===== src/design/spr_pkg.sv =====
// ----------------------------------------------------------------------------
// spr_pkg
// Shared widths, constants and helpers for the spectral-to-RGB converter.
// ----------------------------------------------------------------------------
package spr_pkg;

    localparam int BAND_W   = 4;
    localparam int SAMPLE_W = 16;
    localparam int GAIN_W   = 24;
    localparam int WGT_W    = 18;
    localparam int ACC_W    = 44;
    localparam int OUT_W    = 16;

    // sample * gain, split in halves for the weight multiply
    localparam int SG_W     = SAMPLE_W + GAIN_W;
    localparam int SG_HALF  = SG_W / 2;
    localparam int PROD_W   = SG_HALF + WGT_W;
    localparam int TERM_W   = PROD_W;

    // matrix datapath
    localparam int COEF_W     = 16;
    localparam int MTX_HALF   = ACC_W / 2;
    localparam int MTX_OP_W   = MTX_HALF + 1;
    localparam int MPROD_W    = MTX_OP_W + COEF_W;
    localparam int MSUM_W     = MPROD_W + 2;
    localparam int MFULL_W    = 64;
    localparam int FRAC_SHIFT = 28;

    localparam int CFG_ADDR_W = 3;
    localparam int CFG_DATA_W = 32;

    localparam logic [ACC_W-1:0] ACC_MAX = {ACC_W{1'b1}};
    localparam logic [OUT_W-1:0] OUT_MAX = 16'd65280;
    localparam logic [GAIN_W-1:0] GAIN_RESET = 24'd65536;

    localparam logic KIND_LOAD   = 1'b0;
    localparam logic KIND_SAMPLE = 1'b1;

    localparam logic [0:0] REG_GAIN = 1'b0;

    // XYZ to linear RGB, signed Q4.12, row = channel, col = X/Y/Z
    function automatic logic signed [COEF_W-1:0] mtx_coef(input logic [1:0] row,
                                                           input logic [1:0] col);
        logic signed [COEF_W-1:0] c;
        case ({row, col})
            4'b0000: c = 16'sd14362;
            4'b0001: c = -16'sd7127;
            4'b0010: c = -16'sd2229;
            4'b0100: c = -16'sd4379;
            4'b0101: c = 16'sd8101;
            4'b0110: c = -16'sd144;
            4'b1000: c = 16'sd231;
            4'b1001: c = -16'sd807;
            4'b1010: c = 16'sd4305;
            default: c = '0;
        endcase
        return c;
    endfunction

    function automatic logic [ACC_W-1:0] sat_add(input logic [ACC_W-1:0] a,
                                                 input logic [TERM_W-1:0] t);
        logic [ACC_W:0] s;
        s = (ACC_W+1)'(a) + (ACC_W+1)'(t);
        return s[ACC_W] ? ACC_MAX : s[ACC_W-1:0];
    endfunction

endpackage


===== src/design/spr_matrix.sv =====
// ----------------------------------------------------------------------------
// spr_matrix
// Sequential XYZ-to-RGB matrix: one coefficient per step on split accumulator
// halves, then clamp of each channel to 0..255 in Q8.8.
// ----------------------------------------------------------------------------
module spr_matrix
    import spr_pkg::*;
(
    input  logic             clk,
    input  logic             rst_n,
    input  logic             start,
    input  logic [ACC_W-1:0] acc_x,
    input  logic [ACC_W-1:0] acc_y,
    input  logic [ACC_W-1:0] acc_z,
    output logic             done,
    output logic [OUT_W-1:0] red,
    output logic [OUT_W-1:0] green,
    output logic [OUT_W-1:0] blue
);

    typedef enum logic [3:0] {
        M_IDLE = 4'b0001,
        M_MUL  = 4'b0010,
        M_ADD  = 4'b0100,
        M_OUT  = 4'b1000
    } mstate_t;

    localparam int SHIFT_W = MFULL_W - 1 - FRAC_SHIFT;

    mstate_t state_reg, state_next;
    logic [1:0] row_reg, row_next;
    logic [1:0] col_reg, col_next;
    logic done_reg, done_next;

    logic signed [MPROD_W-1:0] prod_hi_reg, prod_hi_next;
    logic signed [MPROD_W-1:0] prod_lo_reg, prod_lo_next;
    logic signed [MSUM_W-1:0]  sum_hi_reg, sum_hi_next;
    logic signed [MSUM_W-1:0]  sum_lo_reg, sum_lo_next;
    logic [OUT_W-1:0] red_reg, red_next;
    logic [OUT_W-1:0] green_reg, green_next;
    logic [OUT_W-1:0] blue_reg, blue_next;

    logic [ACC_W-1:0]          acc_sel;
    logic signed [MTX_OP_W-1:0] hi_s;
    logic signed [MTX_OP_W-1:0] lo_s;
    logic signed [COEF_W-1:0]  coef;
    logic signed [MFULL_W-1:0] full_sum;
    logic [SHIFT_W-1:0]        shifted;
    logic [OUT_W-1:0]          chan_val;

    always_comb
    begin
        if (col_reg == 2'd0)
        begin
            acc_sel = acc_x;
        end
        else if (col_reg == 2'd1)
        begin
            acc_sel = acc_y;
        end
        else
        begin
            acc_sel = acc_z;
        end
        hi_s = signed'({1'b0, acc_sel[ACC_W-1:MTX_HALF]});
        lo_s = signed'({1'b0, acc_sel[MTX_HALF-1:0]});
        coef = mtx_coef(row_reg, col_reg);

        full_sum = (MFULL_W'(sum_hi_reg) <<< MTX_HALF) + MFULL_W'(sum_lo_reg);
        shifted  = full_sum[MFULL_W-2:FRAC_SHIFT];
        if (full_sum[MFULL_W-1] || (full_sum == '0))
        begin
            chan_val = '0;
        end
        else if (shifted > SHIFT_W'(OUT_MAX))
        begin
            chan_val = OUT_MAX;
        end
        else
        begin
            chan_val = shifted[OUT_W-1:0];
        end
    end

    always_comb
    begin
        state_next   = state_reg;
        row_next     = row_reg;
        col_next     = col_reg;
        done_next    = 1'b0;
        prod_hi_next = prod_hi_reg;
        prod_lo_next = prod_lo_reg;
        sum_hi_next  = sum_hi_reg;
        sum_lo_next  = sum_lo_reg;
        red_next     = red_reg;
        green_next   = green_reg;
        blue_next    = blue_reg;

        case (state_reg)
            M_IDLE:
            begin
                if (start)
                begin
                    row_next    = '0;
                    col_next    = '0;
                    sum_hi_next = '0;
                    sum_lo_next = '0;
                    state_next  = M_MUL;
                end
            end
            M_MUL:
            begin
                prod_hi_next = MPROD_W'(hi_s) * MPROD_W'(coef);
                prod_lo_next = MPROD_W'(lo_s) * MPROD_W'(coef);
                state_next   = M_ADD;
            end
            M_ADD:
            begin
                sum_hi_next = sum_hi_reg + MSUM_W'(prod_hi_reg);
                sum_lo_next = sum_lo_reg + MSUM_W'(prod_lo_reg);
                if (col_reg == 2'd2)
                begin
                    state_next = M_OUT;
                end
                else
                begin
                    col_next   = col_reg + 2'd1;
                    state_next = M_MUL;
                end
            end
            M_OUT:
            begin
                if (row_reg == 2'd0)
                begin
                    red_next = chan_val;
                end
                else if (row_reg == 2'd1)
                begin
                    green_next = chan_val;
                end
                else
                begin
                    blue_next = chan_val;
                end
                sum_hi_next = '0;
                sum_lo_next = '0;
                col_next    = '0;
                if (row_reg == 2'd2)
                begin
                    done_next  = 1'b1;
                    state_next = M_IDLE;
                end
                else
                begin
                    row_next   = row_reg + 2'd1;
                    state_next = M_MUL;
                end
            end
            default:
            begin
                state_next = M_IDLE;
            end
        endcase
    end

    always_ff @(posedge clk or negedge rst_n)
    begin
        if (!rst_n)
        begin
            state_reg <= M_IDLE;
            row_reg   <= '0;
            col_reg   <= '0;
            done_reg  <= 1'b0;
        end
        else
        begin
            state_reg <= state_next;
            row_reg   <= row_next;
            col_reg   <= col_next;
            done_reg  <= done_next;
        end
    end

    always_ff @(posedge clk)
    begin
        prod_hi_reg <= prod_hi_next;
        prod_lo_reg <= prod_lo_next;
        sum_hi_reg  <= sum_hi_next;
        sum_lo_reg  <= sum_lo_next;
        red_reg     <= red_next;
        green_reg   <= green_next;
        blue_reg    <= blue_next;
    end

    assign done  = done_reg;
    assign red   = red_reg;
    assign green = green_reg;
    assign blue  = blue_reg;

endmodule


===== config.mk =====
export PLATFORM = sky130hd
export DESIGN_NAME = spr_matrix
export DESIGN_NICKNAME = d
export VERILOG_FILES = /design/src/design/spr_pkg.sv /design/src/design/spr_matrix.sv
export SDC_FILE = /design/constraint.sdc
export NUM_CORES = 2
export LEC_CHECK = 0
export BUFFER_PORTS_ARGS = -buffer_cell sky130_fd_sc_hd__clkbuf_2
export CAP_MARGIN = 10
export CORE_MARGIN = 4
export CORE_UTILIZATION = 55
export CTS_CLUSTER_SIZE = 30
export DETAILED_ROUTE_END_ITERATION = 12
export GPL_TIMING_DRIVEN = 1
export PLACE_DENSITY = 0.73
export SLEW_MARGIN = 20
export SYNTH_ARGS = -nofsm -noshare
export SYNTH_HDL_FRONTEND = slang
export SYNTH_SLANG_ARGS = --single-unit

===== constraint.sdc =====
create_clock -name clk -period 10.2 [get_ports clk]
set_input_delay 0.51 -clock clk [delete_from_list [all_inputs] [get_ports clk]]
set_output_delay 0.51 -clock clk [all_outputs]
set_load 0.01 [all_outputs]

==> flow_summary.ini <==
[cells_and_area]
stdcell_area_um2 = 40600
drive_gt1_frac = 0.0776
post-route-util = 0.593
area_growth_pct = 7.09
fill_cells = 6012
diodes = 0
multi_input_area_um2 = 28000
final_cell_mix = 797 x inv_1, 559 x fa_1, 528 x nand2_1, 492 x nor2_1, 392 x ha_1
mostFrequentLayoutCell = inv_1
nets = 5480
seq_area_um2 = 6470

[setup_path]
cp_common_cell = fa_1
worst_setup_path_start_kind = flop
required_ps = 10480
crit_fanout = 69
arrival_ps = 9420
worstSetupPathType = flop to flop
max_stage_delay_ps = 650
crit_slowest_cell = ha_4
cp-end-kind = flop

[cts]
worstSkewPairLatency_ps = 530
cts_tree = yes
cts_resized = 0
path_clk_slew_ps = 80
cts_root_buf = clkbuf_16
cts_max_level = 1
cts.sinks = 217
clock_path_buffers = 3
numCtsBuffers = 23

[detailed_routing]
firstDrtPassIters = 5
vias = 29700
ant_nets = 0
post_drt_wl_per_cell_um = 18.6
routed_wl_um = 98200
drcViolationCount = 0
drt_first_iter_violations = 2470
vias_per_cell = 5.61

[synthesis]
netlist.area_leader.share = 0.295
yosys_warnings = 0
yosys-top-cells-area = fa_1 29%, edfxtp_1 16%, ha_1 13%
synth_area_leader_cell = fa_1
synth_fa_ha_area_frac = 0.425
synthSimpleGateAreaFrac = 0.148
synth_mux_area_frac = 0.0134
synth_edf_count = 208
synth_top_family_by_area = adder cells
synth_xor_area_frac = 0.0383
yosysSeqAreaShare = 0.171
ys_ff_latch = 217
syn_inst = 4280
async_reset_ff_frac = 0.0415
synthesis.nets = 5368
postSynthAreaPerCell_um2 = 8.86
synth_ff_type = edfxtp_1
synth_compound_gate_area_share = 0.110
synth_area_um2 = 37900
ys_types = 88

[grt]
grt-ovfl-total = 0
grt_pass1_wl_um = 159000
grt_usage = 0.270
grt_pass1_vias = 30200
grt_max_degree = 84
antenna_found_initial = 1

[placed_design]
dpl.hpwl_um = 80000
place_congestion = 0.955
dpl-instance-area_um2 = 39900
port_buffers = 183

[sta]
fin_crit_ps = 9150
holdWs_ps = 435
hold_violations = 0
tns_ps = 0
slew_headroom = 0.209
slew_viol_final = 0
rsz0062_at_grt = no
worstMarginPinSlew_ps = 1190
setup_viol = 0
fmax_ghz = 0.109
post-route-period-util = 0.897
skew_ps = 19.2

[floorplanning]
fp.dieW_um = 271
std_cell_rows = 96
core_area_um2 = 68500
start_util = 0.554
io_pins = 184
die-area_um2 = 73200
die_h_um = 271

[job]
maxCapViolations = 0

[hold_path]
min_path_type = primary input to asynchronous set/reset pin

[outcome]
run_status = finished clean
==> worst max-delay path: cells and delay by family (launching register included) <==
kind                       cells  cell delay (ps)
adders and majority gates      8             4030
DFF                            1              540
AOI/OAI and AO/OA             11             2880
and+or+nand+nor                2              320
xor gates and xnor gates       1              100
buffers and inverters          5              980
==> area by class of cell <==
type / count / area share
flip-flops and latches: 217 / 0.159
clock inverters: 18 / 0.00456
inverters: 797 / 0.0736
repair buffers: 237 / 0.0326
multi-input cells: 3116 / 0.689
clock buffers: 23 / 0.0142
well taps: 882 / 0.0272
==> worst paths after layout <==
kind,start,endpoint,slack [ps],depth (start not counted)
max in group asynchronous,rst_n,state_reg[0]$_DFFE_PN1P_,9430,2
min reg2reg,state_reg[3]$_DFFE_PN0P_,state_reg[2]$_DFFE_PN0P_,610,1
max reg2reg,col_reg[0]$_DFFE_PN0P_,prod_hi_reg[38]$_DFFE_PP_,1050,27
min,rst_n,col_reg[0]$_DFFE_PN0P_,440,2
max,col_reg[0]$_DFFE_PN0P_,prod_hi_reg[38]$_DFFE_PP_,1050,27
min in group clk,start,state_reg[1]$_DFFE_PN0P_,470,4
==> cells by family (layout without fill, tap and decap cells) <==
| group | count (synthesis) | count (layout) |
|---|---|---|
| flops | 217 | 217 |
| xor+xnor | 166 | 166 |
| compound gates | 650 | 650 |
| buf+inv | 947 | 1075 |
| simple gates | 1297 | 1297 |
| mux | 50 | 50 |
| fa+ha+maj | 953 | 953 |
==> cells in the mapped netlist (5+ instances only) <==
library cell,instances
o21ai_1,32
o22ai_1,8
nand2_1,528
a311oi_1,5
xor2_1,59
a21o_1,87
o21ai_0,104
and2_1,24
fa_1,559
nand2b_1,39
inv_1,797
a211oi_1,19
a41oi_1,6
nor3_2,9
a31o_2,7
nand4_1,20
dfrtp_1,8
o21bai_1,29
nor4_1,12
buf_1,11
and4_1,5
or3_1,8
buf_2,6
ha_1,394
a31oi_1,17
nor2_1,496
xnor2_1,107
mux2i_1,47
o31ai_1,17
nor2b_1,31
edfxtp_1,208
o21a_1,59
or2_2,14
clkbuf_1,128
a21oi_1,192
nor3b_1,9
o2111ai_1,6
nand3_1,35
and3_1,21
o211ai_1,11
nor3_1,26
==> through the flow <==
stage	instances	setup slack, ps
after CTS	5290	1150
after floorplan	4280	778
after global routing	5290	534
after global placement	5248	1480
final	5290	1050
after detailed placement	5248	1170
==> what timing repair did <==
item	4_1_cts	5_1_grt
hold endpoints to repair	8	0
buffers inserted	0	0
hold buffers	1	0
==> per-layer routing <==
layer / vias to the layer above / global-route usage / wire [um]
met1: 14200 / 0.384 / 42100
met4: 2 / 0.0726 / 2920
met5: - / 0 / 12
met2: 1340 / 0.425 / 43200
met3: 177 / 0.0552 / 9890
li1: 13900 / - / -
Power is left out: the tool's default activity adds up to more than one toggle a clock period on the data nets, which glitch-free logic cannot reach.
