<file path="config.mk">
export PLATFORM = sky130hd
export DESIGN_NAME = spr_ram
export DESIGN_NICKNAME = d
export VERILOG_FILES = /design/src/design/spr_ram.sv
export SDC_FILE = /design/constraint.sdc
export NUM_CORES = 1
export LEC_CHECK = 0
export BUFFER_PORTS_ARGS = -buffer_cell sky130_fd_sc_hd__buf_2
export CORE_UTILIZATION = 40
export DETAILED_ROUTE_END_ITERATION = 7
export GPL_ROUTABILITY_DRIVEN = 0
export SYNTH_ARGS = -nofsm -noshare
export SYNTH_HDL_FRONTEND = slang
export SYNTH_SLANG_ARGS = --single-unit
</file>
<file path="constraint.sdc">
create_clock -name clk -period 1.9 [get_ports clk]
set_clock_uncertainty 0.2 [all_clocks]
set_input_delay 0.095 -clock clk [delete_from_list [all_inputs] [get_ports clk]]
set_output_delay 0.095 -clock clk [all_outputs]
set_load 0.005 [all_outputs]
</file>
<file path="src/design/spr_ram.sv">
// ----------------------------------------------------------------------------
// spr_ram
// Generic single-write, single-read RAM with registered read data.
// ----------------------------------------------------------------------------
module spr_ram #(
    parameter int WIDTH  = 8,
    parameter int DEPTH  = 16,
    parameter int ADDR_W = (DEPTH > 1) ? $clog2(DEPTH) : 1
) (
    input  logic              clk,
    input  logic              we,
    input  logic [ADDR_W-1:0] waddr,
    input  logic [WIDTH-1:0]  wdata,
    input  logic              re,
    input  logic [ADDR_W-1:0] raddr,
    output logic [WIDTH-1:0]  rdata
);

    logic [WIDTH-1:0] mem [DEPTH];

    always_ff @(posedge clk)
    begin
        if (we)
        begin
            mem[waddr] <= wdata;
        end
        if (re)
        begin
            rdata <= mem[raddr];
        end
    end

endmodule

</file>
==> run metrics, run 1 <==
setup ws final=0.170 ns; total CTS buffers=17; Final HPWL DP=6400 µm; Yosys reg bits=136; Routed Antenna Nets=0; gr ovfl total=0; Worst slew margin=73.4%; Arr. time, crit path=1.69 ns; number of flops mapped to enable cells by yosys=136; CTS tree=built; core area=0.0127 mm²; DR pass1 iterations=4; GRT Total Usage=17.1%; Starting Density=41.3%; power per cell area=1110 mW/mm²; Antenna Cells=0; Req. time, crit path=1.86 ns; initial DRC count=201; first-pass GRT wire length=15600 µm; max-cap violations=0; Avg WL per Cell=21.0 µm; YS warnings=0; layout cells sized above 1=31.2%; Achievable Freq=578 MHz; overall power=7100 µW; Avg Cell Area, Syn=22.8 µm²; Top FF cell, synth=edfxtp_1; DRC=0; outcome=finished, final reports clean; die width=116 µm; vias in the first global route=2603; Post-CTS Resized=0; worst min path class=in -> reg; # clock sinks=136; Setup WS pre-CTS=0.0512 ns; Fin. Hold Viols=0; Worst-Margin Slew=0.397 ns; Rows=41; initial antenna violation count=0; CTS Hold Bufs=9; part of the Yosys area used for sequential elements=78.1%; Area Growth Syn to Fin=22.2%; Syn Inst Count=229; Worst-Skew Late Latency=0.41 ns; post-synthesis async set-or-reset flop share=0%; Design Area, Final=0.00639 mm²; fraction of synthesized area in multiplexers=14.8%; Setup crit start kind=register; H-tree Lvls=4; I/O pins=27; simple-gate share of the synthesized area=3.14%; P_leak=0.00216 µW; CP Capture Type=register; largest family of logic cells by synthesized area=multiplexers; setup_tns=0 ns; dpl cell area=0.00569 mm²; Post-CTS Setup Bufs=0; Distinct cells, synth=18; RSZ-0062 raised after global routing=false; Port Buf Inserts=26; clock-pin slew on the worst setup and hold paths=0.06 ns; Synth Area in Compound Gates=2.30%; DIE AREA=0.0135 mm²; cell area after synthesis=0.00523 mm²; CTS Root Cell=clkbuf_16; period utilization=91.1%; syn_nets=248; Max clock buf depth=2; vias post-DR=2504; Post-Synth Adder-Cell Area=0%; # setup viols final=0; area share of xor/xnor cells in the synthesized design=0%; crit-path max FO=1; Die Y=116 µm; VDD IR max=0.000569 V; fin nets=314; largest net degree at the start of global routing=33; Vias/cell=5.22; routed wire length=10100 µm; minimum clock period=1.73 ns; CP Class=reg -> reg; Final Max Slew Viols=0
## worst paths after layout
check | from | endpoint | slack, ns | cells past startpoint
setup / recovery | mem[5][1] | rdata[1] | 0.17 | 3
hold / removal | waddr[0] | mem[4][5] | 0.05 | 3
setup reg to reg | mem[5][1] | rdata[1] | 0.17 | 3
hold reg to reg | mem[14][1] | rdata[1] | 0.55 | 3
## power by group
group	switching, µW	internal (µW)	total (µW)
Sequential	15.3	3380	3400
Clock	1200	2180	3370
Combinational	178	151	329
Total	1390	5710	7100
## flip-flops by register name, indices dropped and copies added, names as in the netlist
| signal | count |
|---|---|
| rdata | 8 |
| mem | 128 |
## synth_stat cells, types with 2 or more instances
cell | number | area share (%)
edfxtp_1 | 136 | 78
mux4_2 | 18 | 7.8
a22oi_1 | 16 | 2.3
mux4_1 | 14 | 7.0
nor2_1 | 13 | 0.93
nand2_1 | 9 | 0.65
nor3_1 | 4 | 0.38
buf_2 | 3 | 0.29
buf_6 | 3 | 0.65
clkdlybuf4s25_2 | 3 | 0.57
nand2b_1 | 2 | 0.24
nand3b_1 | 2 | 0.29
## area by class of cell
type	count	area, µm²
clock buffers	18	429
fillers	1040	6280
clock inverters	14	181
flip-flops and latches	136	4080
repair buffers	57	423
well taps	172	215
multi-input cells	83	1060
## worst max-delay path: stages, from the launching register on
cell and delay, ns:
edfxtp_1 0.36, mux4_1 0.57, a22oi_1 0.27, nand2_1 0.09
## layout by cell type, fill, tap and decap left out
cell and n:
nor2b_1 1, and2b_1 1, clkbuf_16 17, or3b_2 1
edfxtp_1 136, and2_1 1, clkinv_2 3, buf_2 26
mux4_2 18, nor3_1 4, clkinvlp_4 4, nor2_1 13
nand2_1 9, dlygate4sd3_1 9, bufinv_16 4, buf_12 3
nand2b_1 2, mux4_1 14, a22oi_1 16, clkbuf_1 1
clkinv_1 2, nand3_1 1, nand3b_1 2, clkinv_4 1
buf_4 19
## per-stage QoR
step | cells | hold WS [ns] | utilization [%]
2_1_floorplan | 229 | -0.00613 | -
5_1_grt | 480 | 0.0504 | 50.4
3_3_place_gp | 439 | 0.279 | 44.9
4_1_cts | 480 | 0.0302 | 50.4
3_5_place_dp | 439 | 0.278 | 44.9
6_report | 480 | 0.0482 | 50.4
## per-layer routing
layer	part of all wire, %	up-vias	global-route usage [%]
met4	1.7	0	7.09
met3	4.8	14	5.40
met2	48	66	26.5
met1	45	1312	22.4
met5	0	-	0
li1	-	1112	-
## kinds of logic after synthesis
group,Yosys count
and+or+nand+nor,35
buffers and inverters,10
AOI/OAI and AO/OA,16
DFF,136
muxes,32
(Power assumes the default switching activity.)
==> inputs of run 2 (changes only) <==
Settings changed: BUFFER_PORTS_ARGS -buffer_cell sky130_fd_sc_hd__buf_2 to -buffer_cell sky130_fd_sc_hd__buf_4.
==> run metrics, run 2 (synthesized netlist as in run 1, its figures left out) <==
outcome=finished, final reports clean; Clk network pwr share=45.5%; FF/Latch Area=0.00408 mm²; Setup crit start kind=register; Routed Antenna Nets=0; Starting Density=41.3%; Avg WL per Cell=20.9 µm; Top reg by flops=mem; fin nets=315; Vias/cell=5.21; RSZ-0062 raised after global routing=false; clock-pin slew on the worst setup and hold paths=0.06 ns; power per cell area=1070 mW/mm²; GR Util met2=26.9%; routing usage on met3=4.77%; Post-CTS Resized=0; I/O pins=27; Worst-Margin Slew=0.432 ns; CTS Root Cell=clkbuf_16; Rows=41; Area Growth Syn to Fin=23.1%; Worst slew margin=71.2%; overall power=6880 µW; worst min path class=in -> reg; CTS tree=built; Antenna Cells=0; Sw Share=20.4%; DR pass1 iterations=4; Die Y=116 µm; initial DRC count=166; Req. time, crit path=1.86 ns; first-pass GRT wire length=15500 µm; Achievable Freq=575 MHz; Max clock buf depth=2; CP max-delay cell=mux4_1; H-tree Lvls=4; period utilization=91.5%; vias post-DR=2508; Seq pwr share=49.4%; initial antenna violation count=0; internal power=5480 µW; max-cap violations=0; total CTS buffers=17; DRC=0; Final HPWL DP=6550 µm; area occupied by multi-input gates=0.00106 mm²; gr ovfl total=0; # clock sinks=136; die width=116 µm; CP peak stage delay=0.57 ns; worst path cell trace=mux4_1, a22oi_1, nand2_1; Hold Slack=0.0115 ns; max reg flops=128; P_leak=0.00218 µW; Post-CTS Setup Bufs=0; CP Capture Type=register; largest net degree at the start of global routing=28; crit-path max FO=1; minimum clock period=1.74 ns; most used routing layer=met2; core area=0.0127 mm²; GRT Total Usage=17.0%; Port Buf Inserts=26; VDD IR max=0.000553 V; # setup viols final=0; routed wire length=10100 µm; Arr. time, crit path=1.69 ns; layout cells sized above 1=32.0%; met1 Use GR=22.4%; Fin. Hold Viols=0; largest registers=mem x128, rdata x8; Logic pwr share=5.1%; most frequent cells in the layout=edfxtp_1, buf_4, mux4_2; leading cell type in the layout, fill and taps excluded=edfxtp_1; CP Class=reg -> reg; setup_tns=0 ns; Psw=1400 µW; DIE AREA=0.0135 mm²; filler cell count=997; vias in the first global route=2597; Final Max Slew Viols=0; Worst-Skew Late Latency=0.41 ns
run 2: layout make-up:
class	count	share of cell area, %
multi-input cells	83	16.4
clock inverters	15	2.39
well taps	172	3.34
flip-flops and latches	136	63.5
clock buffers	17	6.61
repair buffers	58	7.74
run 2: power by group through the flow:
stage / sequential (µW) / clock, µW / combinational (µW)
5_1_grt: 3400 / 3300 / 381
3_3_place_gp: 3460 / 0 / 336
6_report: 3400 / 3140 / 351
4_1_cts: 3400 / 3180 / 358
2_1_floorplan: 3460 / 0 / 171
3_5_place_dp: 3460 / 0 / 342
run 2: metal layers:
metal  vias up  share of wire [%]
met5         -                  0
met4         0                1.0
met1      1314                 45
met2        71                 49
met3        10                5.0
li1       1113                  -
run 2: worst max-delay path, delay by kind of cell, from the launching register on:
| kind | cells | cell delay (ns) |
|---|---|---|
| mux | 1 | 0.57 |
| simple gates | 1 | 0.09 |
| compound gates | 1 | 0.26 |
| flops | 1 | 0.37 |
run 2: final timing paths:
check	start	to	slack (ns)	cells after the start
worst max-delay path	mem[5][1]	rdata[1]	0.16	3
worst max register to register	mem[5][1]	rdata[1]	0.16	3
worst min register to register	mem[15][1]	rdata[1]	0.55	3
worst min-delay path	waddr[1]	mem[4][4]	0.01	3
run 2: through the flow:
| stage | utilization [%] | std cells | worst slack, ns | area [µm²] |
|---|---|---|---|---|
| floorplan | - | 229 | 0.112 | 5230 |
| global placement | 45.4 | 439 | 0.0261 | 5750 |
| detailed placement | 45.4 | 439 | 0.0484 | 5750 |
| CTS | 50.8 | 481 | 0.140 | 6430 |
| global route | 50.8 | 481 | 0.125 | 6430 |
| finish | 50.8 | 481 | 0.162 | 6430 |
run 2: repair_timing:
action                                  4_1_cts  5_1_grt
hold endpoints to repair                    148        0
endpoints found under the setup margin        0        0
hold buffers                                 10        0
==> inputs of run 3 (changes only) <==
Settings changed: REMOVE_ABC_BUFFERS set to 1.
==> run metrics, run 3 (synthesized netlist as in run 1, its figures left out) <==
Fin. Hold Viols=0; Worst slew margin=74.8%; Req. time, crit path=1.84 ns; Reg2Reg Depth=3; CP Capture Type=register; first-pass GRT wire length=15900 µm; initial DRC count=198; Final Max Slew Viols=0; vias post-DR=2525; final core occ=51.4%; CP Capture Point=rdata[1]; reg2reg setup slack=0.15 ns; largest registers=mem x128, rdata x8; area occupied by multi-input gates=0.00106 mm²; filler cell count=1014; DR pass1 iterations=4; leading cell type in the layout, fill and taps excluded=edfxtp_1; GRT Total Usage=17.5%; setup_tns=0 ns; Worst-Skew Late Latency=0.41 ns; Die Y=116 µm; # setup viols final=0; Avg WL per Cell=21.6 µm; RSZ-0062 raised after global routing=false; max reg flops=128; worst min path class=in -> reg; CTS Root Cell=clkbuf_16; fin nets=321; clock-pin slew on the worst setup and hold paths=0.06 ns; period utilization=92.2%; power per cell area=1090 mW/mm²; outcome=finished, final reports clean; CP Class=reg -> reg; Design Area, Final=0.00652 mm²; Final HPWL DP=6830 µm; Area Growth Syn to Fin=24.7%; vias in the first global route=2700; Vias/cell=5.18; dpl cell area=0.00582 mm²; routed wire length=10500 µm; P_leak=0.00223 µW; max-cap violations=0; Max clock buf depth=2; gr ovfl total=0; largest net degree at the start of global routing=18; Routed Antenna Nets=0; I/O pins=27; Critical R2R Capture=rdata[1]; die width=116 µm; final std cells w/o fill=487; Setup crit start kind=register; crit-path max FO=1; Achievable Freq=571 MHz; VDD IR max=0.000531 V; FF/Latch Area=0.00408 mm²; Antenna Cells=0; total CTS buffers=17; worst setup path startpoint=mem[9][1]; Post-CTS Resized=0; Rows=41; minimum clock period=1.75 ns; Top reg by flops=mem; Port Buf Inserts=26; layout cells sized above 1=32.4%; H-tree Lvls=4; r2r startpoint=mem[9][1]; DIE AREA=0.0135 mm²; Arr. time, crit path=1.70 ns; most frequent cells in the layout=edfxtp_1, buf_4, mux4_2; initial antenna violation count=0; CTS tree=built; core area=0.0127 mm²; placed insts=446; Starting Density=41.3%; DRC=0; # clock sinks=136; Worst-Margin Slew=0.375 ns
run 3: worst min-delay path by stage:
stage,startpoint,cells after the start,slack (ns),to
6_report,waddr[0],3,0.03,mem[0][6]
5_1_grt,waddr[0],3,0.03,mem[4][6]
3_3_place_gp,wdata[3],1,0.20,mem[4][3]
4_1_cts,waddr[0],3,0.005,mem[4][6]
3_5_place_dp,wdata[5],1,0.21,mem[6][5]
2_1_floorplan,wdata[0],0,-0.006,mem[0][0]
run 3: report_power, final:
part	internal (µW)	switching [µW]
clock	2170	1170
combinational	176	184
sequential	3380	19.2
run 3: per-stage QoR:
step / hold slack [ns] / total power [µW] / setup WS (ns)
2_1_floorplan: -0.00613 / 3590 / 0.112
3_3_place_gp: 0.197 / 3800 / 0.0150
3_5_place_dp: 0.211 / 3810 / 0.0162
4_1_cts: 0.00527 / 7150 / 0.157
5_1_grt: 0.0275 / 7310 / 0.117
6_report: 0.0322 / 7100 / 0.149
run 3: worst max-delay path, cell delays in order (launching register included):
cell	delay [ns]
edfxtp_1	0.35
mux4_1	0.53
a22oi_1	0.33
nand2_1	0.08
run 3: area by class of cell:
class	count	area share, %
Tap cell	172	3.30
Sequential cell	136	62.7
Clock buffer	17	6.53
Timing Repair Buffer	64	8.49
Clock inverter	15	2.80
Multi-Input combinational cell	83	16.2
run 3: repair_timing:
action	4_1_cts	5_1_grt
buffers inserted	0	0
hold endpoints to repair	136	0
hold buffers	9	0
run 3: layer usage:
layer	GRT usage (%)	up-vias	share of wire, %
li1	-	1127	-
met1	23.0	1300	45
met2	27.3	85	49
met3	4.88	13	5.1
met4	7.78	0	1.4
met5	0	-	0
